## config.mk

```make
export PLATFORM = sky130hd
export DESIGN_NAME = sorted_priority_queue_top
export DESIGN_NICKNAME = d
export VERILOG_FILES = /design/src/rtl/spq_pkg.sv /design/src/rtl/spq_cell.sv /design/src/rtl/sorted_priority_queue_top.sv
export SDC_FILE = /design/constraint.sdc
export NUM_CORES = 2
export LEC_CHECK = 0
export ABC_AREA = 1
export BUFFER_PORTS_ARGS = -buffer_cell sky130_fd_sc_hd__buf_4
export CAP_MARGIN = 10
export CORE_UTILIZATION = 41
export CTS_BUF_LIST = sky130_fd_sc_hd__clkbuf_4 sky130_fd_sc_hd__clkbuf_8
export CTS_CLUSTER_SIZE = 30
export DETAILED_ROUTE_END_ITERATION = 6
export PLACE_DENSITY_LB_ADDON = 0.15
export RECOVER_POWER = 25
export SYNTH_ARGS = -nofsm -noshare
export SYNTH_HDL_FRONTEND = slang
export SYNTH_HIERARCHICAL = 1
export SYNTH_SLANG_ARGS = --single-unit
```

## constraint.sdc

```tcl
create_clock -name clk -period 9.7 [get_ports clk]
set_input_delay 0.485 -clock clk [delete_from_list [all_inputs] [get_ports clk]]
set_output_delay 0.485 -clock clk [all_outputs]
set_load 0.005 [all_outputs]
```

## src/rtl/spq_pkg.sv

```systemverilog
// Shared types and constants of the sorted priority queue.
package spq_pkg;

	// Number of cells in the chain
	localparam int CAPACITY = 16;
	// Width of the entry count, able to hold CAPACITY itself
	localparam int CNT_W    = $clog2(CAPACITY + 1);
	localparam int VAL_W    = 32;
	localparam int PRIO_W   = 32;
	// Stream payload widths, padded to whole bytes
	localparam int IN_DATA_W  = ((VAL_W + PRIO_W + 7) / 8) * 8;
	localparam int OUT_DATA_W = ((VAL_W + PRIO_W + CNT_W + 7) / 8) * 8;
	localparam int OUT_PAD_W  = OUT_DATA_W - (VAL_W + PRIO_W + CNT_W);

	// Operation carried in the input tuser
	typedef enum logic {
		KIND_ENQ = 1'b0,
		KIND_DEQ = 1'b1
	} kind_t;

	// One stored entry
	typedef struct packed {
		logic signed [PRIO_W-1:0] prio;
		logic signed [VAL_W-1:0]  value;
	} entry_t;

	// Shift control broadcast to every cell
	typedef struct packed {
		logic ins;  // enqueue into a non-full chain
		logic deq;  // dequeue from a non-empty chain
	} cell_ctl_t;

endpackage

```

## src/rtl/spq_cell.sv

```systemverilog
// One cell of the priority queue chain: holds an entry and shifts with its neighbours.
module spq_cell (
	input  logic               clk,
	input  spq_pkg::cell_ctl_t ctl,
	input  spq_pkg::entry_t    new_entry,    // entry being enqueued
	input  spq_pkg::entry_t    left_entry,   // entry of the cell nearer the head
	input  spq_pkg::entry_t    right_entry,  // entry of the cell nearer the tail
	input  logic               left_after,   // left neighbour lies at or behind the slot
	input  logic               occupied,     // this cell holds a live entry
	output spq_pkg::entry_t    entry,
	output logic               after         // this cell lies at or behind the slot
);

	spq_pkg::entry_t entry_q;

	// Cell is at or behind the insert slot when empty or strictly lower priority
	assign after = !occupied || (entry_q.prio < new_entry.prio);
	assign entry = entry_q;

	// Insert: first cell behind the slot takes the new entry, later ones shift back.
	// Dequeue: every cell takes its right neighbour. Otherwise the cell holds.
	always_ff @(posedge clk) begin
		if (ctl.ins && after) begin
			entry_q <= left_after ? left_entry : new_entry;
		end else if (ctl.deq) begin
			entry_q <= right_entry;
		end
	end

endmodule

```

## src/rtl/sorted_priority_queue_top.sv

```systemverilog
// Top level of the sorted priority queue: cell chain, entry count and result register.
//
//  channel | dir | fields
//  s_*     | in  | tuser: kind; tdata: item_value, item_priority
//  m_*     | out | tuser: out_valid, rejected; tdata: out_value, out_priority, entry_count
//
// One item per cycle if not stalled: all cells compare and shift in the cycle it is taken.
// The result appears in the result register on the next cycle.
// s_tready is low only while a result waits in the register with m_tready low.
// Reset empties the queue; cell contents are not cleared and are never read while empty.
module sorted_priority_queue_top (
	input  logic                               clk,
	input  logic                               arst_n,
	input  logic                               s_tvalid,
	output logic                               s_tready,
	input  logic [spq_pkg::IN_DATA_W-1:0]      s_tdata,  // item_value, item_priority
	input  logic                               s_tuser,  // kind
	output logic                               m_tvalid,
	input  logic                               m_tready,
	output logic [spq_pkg::OUT_DATA_W-1:0]     m_tdata,  // out_value, out_priority, entry_count, pad
	output logic [1:0]                         m_tuser   // out_valid, rejected
);

	logic                       accept;
	spq_pkg::kind_t             kind;
	spq_pkg::entry_t            new_entry;
	spq_pkg::cell_ctl_t         ctl;
	logic                       full;
	logic                       empty;
	logic [spq_pkg::CNT_W-1:0]  count_q;
	logic [spq_pkg::CNT_W-1:0]  count_next;
	logic                       m_tvalid_q;

	spq_pkg::entry_t            cell_entry [spq_pkg::CAPACITY];
	logic                       cell_after [spq_pkg::CAPACITY];

	// Result register payload
	logic                       res_valid_q;
	logic                       res_rej_q;
	spq_pkg::entry_t            res_entry_q;
	logic [spq_pkg::CNT_W-1:0]  res_count_q;

	// Input unpacking and handshake
	assign kind            = spq_pkg::kind_t'(s_tuser);
	assign new_entry.value = s_tdata[spq_pkg::VAL_W-1:0];
	assign new_entry.prio  = s_tdata[spq_pkg::VAL_W +: spq_pkg::PRIO_W];
	assign s_tready        = !m_tvalid_q || m_tready;
	assign accept          = s_tvalid && s_tready;

	assign full  = (count_q == spq_pkg::CNT_W'(spq_pkg::CAPACITY));
	assign empty = (count_q == '0);

	// Chain control
	always_comb begin
		ctl.ins = accept && (kind == spq_pkg::KIND_ENQ) && !full;
		ctl.deq = accept && (kind == spq_pkg::KIND_DEQ) && !empty;
	end

	// Next entry count
	always_comb begin
		priority if (ctl.ins) begin
			count_next = count_q + 1'b1;
		end else if (ctl.deq) begin
			count_next = count_q - 1'b1;
		end else begin
			count_next = count_q;
		end
	end

	always_ff @(posedge clk or negedge arst_n) begin
		if (!arst_n) begin
			count_q <= '0;
		end else begin
			count_q <= count_next;
		end
	end

	// Cell chain, cell 0 is the head
	for (genvar i = 0; i < spq_pkg::CAPACITY; i++) begin : g_cell
		spq_pkg::entry_t left_entry;
		spq_pkg::entry_t right_entry;
		logic            left_after;
		logic            occupied;

		assign occupied = (count_q > spq_pkg::CNT_W'(i));

		if (i == 0) begin : g_head
			assign left_entry = new_entry;
			assign left_after = 1'b0;
		end else begin : g_body
			assign left_entry = cell_entry[i-1];
			assign left_after = cell_after[i-1];
		end

		if (i == spq_pkg::CAPACITY - 1) begin : g_tail
			assign right_entry = cell_entry[i];
		end else begin : g_mid
			assign right_entry = cell_entry[i+1];
		end

		spq_cell u_cell (
			.clk         (clk),
			.ctl         (ctl),
			.new_entry   (new_entry),
			.left_entry  (left_entry),
			.right_entry (right_entry),
			.left_after  (left_after),
			.occupied    (occupied),
			.entry       (cell_entry[i]),
			.after       (cell_after[i])
		);
	end

	// Result register valid
	always_ff @(posedge clk or negedge arst_n) begin
		if (!arst_n) begin
			m_tvalid_q <= 1'b0;
		end else if (s_tready) begin
			m_tvalid_q <= s_tvalid;
		end
	end

	// Result register payload
	always_ff @(posedge clk) begin
		if (accept) begin
			res_valid_q <= ctl.deq;
			res_rej_q   <= (kind == spq_pkg::KIND_ENQ) && full;
			res_entry_q <= ctl.deq ? cell_entry[0] : '0;
			res_count_q <= count_next;
		end
	end

	// Output packing
	assign m_tvalid = m_tvalid_q;
	assign m_tuser  = {res_rej_q, res_valid_q};
	assign m_tdata  = {{spq_pkg::OUT_PAD_W{1'b0}}, res_count_q,
	                   res_entry_q.prio, res_entry_q.value};

endmodule

```

After elaboration in Yosys (flattened, before gate mapping)
Cells that the tools add are included.
{"block": "word_totals", "inputBits": 69, "out_inout_bits": 76, "regBits": 1101}
{"block": "op_classes", "reduce_logical": 74, "n_lt_le_gt_ge": 32, "add_sub_neg": 2, "n_eq_ne": 1, "mux": 47, "bitwise_logic": 1}
{"op": "64-bit two-way mux", "count": 45}
{"op": "32-bit less-than comparator", "count": 16}
{"op": "5-bit by 4-bit > comparator with 1-bit output, second input constant", "count": 8}
{"op": "2-bit nonzero test", "count": 15}
{"op": "1-bit logical AND", "count": 22}
{"op": "5-bit by 3-bit > comparator with 1-bit output, second input constant", "count": 4}
{"op": "1-bit logical NOT", "count": 19}
{"op": "1-bit logical OR", "count": 17}
{"op": "5-bit by 1-bit > comparator with 1-bit output, second input constant", "count": 2}
{"op": "5-bit by 2-bit > comparator with 1-bit output, second input constant", "count": 2}
{"op": "5-bit two-way mux", "count": 2}
{"op": "5-bit by 1-bit adder with 5-bit output, second input constant", "count": 1}
{"op": "5-bit equality test, second input constant", "count": 1}
{"op": "5-bit logical NOT", "count": 1}
{"op": "5-bit by 1-bit subtractor with 5-bit output, second input constant", "count": 1}
{"op": "1-bit NOT", "count": 1}

Depth between registers and ports, before layout
{"block": "depth", "word_depth": 7, "depth_mapped": 21}

Hierarchy
Netlist, hierarchy kept.
{"mod": "spq_cell (g_cell[0].u_cell ...)", "area_per_inst_um2": 4455.5, "seq_area_each_um2": 1921.8, "instances": 13, "cells_each": 518}
{"mod": "spq_cell (g_cell[7].u_cell ...)", "area_per_inst_um2": 4425.5, "seq_area_each_um2": 1921.8, "instances": 3, "cells_each": 521}
{"mod": "sorted_priority_queue_top", "area_per_inst_um2": 3378.2, "seq_area_each_um2": 2282.2, "instances": 1, "cells_each": 324}

Least setup slack after synthesis
Ideal clock, no wire load.
{"block": "synth_timing", "path_kind": "input to register", "startpoint": "input port s_tvalid", "endpoint": "register g_cell[0].u_cell.entry_q, in the netlist g_cell[0].u_cell/entry[0] (enable)", "required_ps": 9276, "n_path_buf": 2, "cell_stages": 8, "setup_ps": 424, "t_arrival_ps": 7544, "setup_slack_ps": 1732, "path_cell_list": "inv_1 a21oi_1 nand3_1 inv_1 nand2_2 buf_6 buf_6 nand2_1"}
{"element": "from (decl)", "line_no": "sorted_priority_queue_top.sv:14", "text": "input logic s_tvalid,"}
{"element": "to (signal assigned)", "line_no": "spq_cell.sv:24", "text": "entry_q <= left_after ? left_entry : new_entry;"}
{"element": "to (signal assigned)", "line_no": "spq_cell.sv:26", "text": "entry_q <= right_entry;"}
{"element": "to (decl)", "line_no": "spq_cell.sv:14", "text": "spq_pkg::entry_t entry_q;"}

==> results.json <==
{
  "cp_num_buf_inv": 2,
  "worst_slew_pin_slew_ns": 4.31,
  "placed_area_mm2": 0.0762,
  "synthSimpleGateAreaFrac_pct": 25.4,
  "ys_warn_count": 6,
  "start_kind": "register",
  "grt_max_degree": 201,
  "synth-compound-area-share_pct": 5.92,
  "core_area_mm2": 0.181,
  "postLayoutCoreUtil_pct": 44.3,
  "violations": "capacitance limit, slew limit",
  "crit_path_top_delay_cell": "clkbuf_1",
  "cp.arrival_ns": 7.42,
  "hpwl_um": 135000,
  "finalCritPeriodShare_pct": 73.8,
  "ant_nets": 0,
  "viasPerCell": 5.22,
  "drc_errors": 0,
  "path_cells": "ha_1 > nand4_1 > inv_1 > nand4_2 > nor2_1 > nand2_1 > nand3_1 > nand3_4 > nand2_1 > clkbuf_1 > nand2_4",
  "port_buffers": 141,
  "cellLeakagePower_nw": 36.8,
  "clockBufferDepth": 3,
  "setup-violations-final": 0,
  "ys_ff_latch": 1101,
  "ios": 145,
  "synth_top_cell_area_share_pct": 44.1,
  "grt_pass1_wl_um": 312000,
  "critical-path-top-delay-family": "buffers and inverters",
  "nNetsFinal": 9094,
  "post_cts_buffers": 0,
  "die_w_um": 428,
  "crit_top_cell": "nand2_1",
  "maxSlewViolCount": 704,
  "track_usage_pct": 20.7,
  "cts_tree": "built",
  "final_area_mm2": 0.0800,
  "crit_required_ns": 9.96,
  "via_count": 57599,
  "cts_sinks": 1101,
  "synth_cells": 8621,
  "die-area_mm2": 0.184,
  "initial_core_util_pct": 41.3,
  "yosysTopAreaCell": "edfxtp_1",
  "finalCriticalPeriod_ns": 7.16,
  "slowest_delay_ns": 2.72,
  "post_synth.cell_area_avg_um2": 8.65,
  "synth_top_family_by_area": "simple AND/OR/NAND/NOR gates",
  "ys_seq_area_share_pct": 44.3,
  "synth_commonest_cells": "nand2_1 (2734), edfxtp_1 (1095), nand3_1 (1075)",
  "grt_pass1_vias": 55954,
  "path_class": "reg2reg",
  "power_mw": 19.7,
  "min_path_cells": 5,
  "hold_slack_ns": 0.226,
  "wl_um": 194000,
  "max_freq_ghz": 0.140,
  "yosysMostFrequentCell": "nand2_1",
  "die_y_um": 428,
  "finalClockSkew_ns": 0.0529,
  "cap_violations": 11,
  "cts_made_buffers": 203,
  "drive_above_1_share_pct": 16.1,
  "grtUsageMet2_pct": 28.5,
  "ctsRootBufferMaster": "clkbuf_8",
  "grt_overflow": 0,
  "cp_max_fo": 65,
  "min_path_type": "in2reg",
  "drtIter0Drc": 5899,
  "synth_edf_count": 1095,
  "drt_first_pass_iters": 6,
  "synth-xor-area-share_pct": 0.0352,
  "endpoint_kind": "register",
  "synth_cell_types": 35,
  "crit_cells": 11,
  "num_rows": 156,
  "grtUsageMet1_pct": 33.3,
  "busiest_layer": "met1",
  "status": "complete, but fails checks",
  "gp_congestion": 0.825,
  "synthAdderAreaFrac_pct": 8.42,
  "pwr_density_cell_mw_per_mm2": 247,
  "rsz0062_at_grt": "false",
  "ys.flop_type": "edfxtp_1",
  "muxShareOfSynthArea_pct": 7.97,
  "hold_viol": 0,
  "clock_latency_ns": 0.93,
  "setup_tns_ns": 0,
  "async_flop_share_pct": 0.545,
  "clk_pin_slew_ns": 0.06,
  "use_met3_pct": 2.79,
  "antenna_found_initial": 2,
  "r2r_setup_slack_ns": 2.54,
  "relSlewSlack_pct": -188,
  "ctsHtreeMaxLevel": 4,
  "syn_to_final_growth_pct": 7.25,
  "peakVddDrop_uv": 154,
  "wl_per_cell_um": 17.6,
  "synth.area.top_cells": "edfxtp_1 (44%), nand2_1 (14%), ha_1 (8.4%)",
  "netlist_area_mm2": 0.0746,
  "worst-r2r-cell-count": 11
}
==> sequential cells by signal (all words and copies together) (netlist names) <==
name / cells
count_q: 5
g_cell.u_cell/entry: 1024
m_tdata: 64
m_tvalid: 1
res_count_q: 5
res_rej_q: 1
res_valid_q: 1
==> cell type report <==
| cell class | count | area (um2) |
|---|---|---|
| Multi-Input combinational cell | 6269 | 35900 |
| Timing Repair Buffer | 200 | 1500 |
| Clock buffer | 292 | 3510 |
| Tap cell | 2370 | 2970 |
| Sequential cell | 1101 | 33000 |
| Antenna cell | 1 | 2.50 |
| Clock inverter | 53 | 299 |
| Inverter | 748 | 2820 |
| Fill cell | 17939 | 101000 |
==> cells by family after synthesis <==
group	count (synthesis)
muxes	528
other	1
AOI/OAI and AO/OA	853
DFF	1101
adders and majority gates	502
buffers and inverters	1258
xor gates and xnor gates	3
and+or+nand+nor	4375
==> repair_timing <==
item	CTS	global route
hold endpoints to repair	10	0
resized for setup	0	0
endpoints found under the setup margin	0	0
hold buffers	5	0
==> placed cells by master (no fill, tap or decap), drive strengths merged, types with 8 or more instances in the layout <==
cell type and count:
clkbuf 373, inv 754, nor2 173, o21a 19
o21ai 562, nand4 42, mux2 528, edfxtp 1095
ha 502, nand3 1092, clkinv 46, nor3 26
nand2 3041, a21oi 252, buf 114, conb 8
o211ai 13
==> per-layer routing <==
layer,up-vias,share of wire (%),routed length [um]
met5,-,0,0
li1,28954,-,-
met1,26646,53,102000
met2,1750,39,76200
met3,249,6.2,12000
met4,0,1.9,3640
==> path summary, 6_finish.rpt <==
kind,to,from
worst max register to register,g_cell[1].u_cell/entry[56],g_cell[1].u_cell/entry[63]
max in group asynchronous,count_q[0],arst_n
worst min-delay path,g_cell[0].u_cell/entry[62],s_tdata[62]
min in group asynchronous,count_q[1],arst_n
worst min register to register,g_cell[3].u_cell/entry[3],g_cell[4].u_cell/entry[3]
worst max-delay path,g_cell[1].u_cell/entry[56],g_cell[1].u_cell/entry[63]
==> worst min-delay path, stage by stage <==
cell and delay, ns:
buf_4 0.20, inv_1 0.10, o21ai_0 0.07, nand3_1 0.07, nand2_1 0.05
==> power by group <==
part	total (mW)	switching, mW	internal, mW
logic	7.87	5.03	2.83
registers	7.52	0.721	6.80
clock network	4.32	2.00	2.32
==> through the flow <==
step	worst slack, ns	cells
floorplan	1.73	8628
detailed placement	4.10	10682
finish	2.54	11034
global placement	4.18	10682
global route	2.04	11034
CTS	4.26	11032
Note: power is estimated with default switching activity, not from simulation.
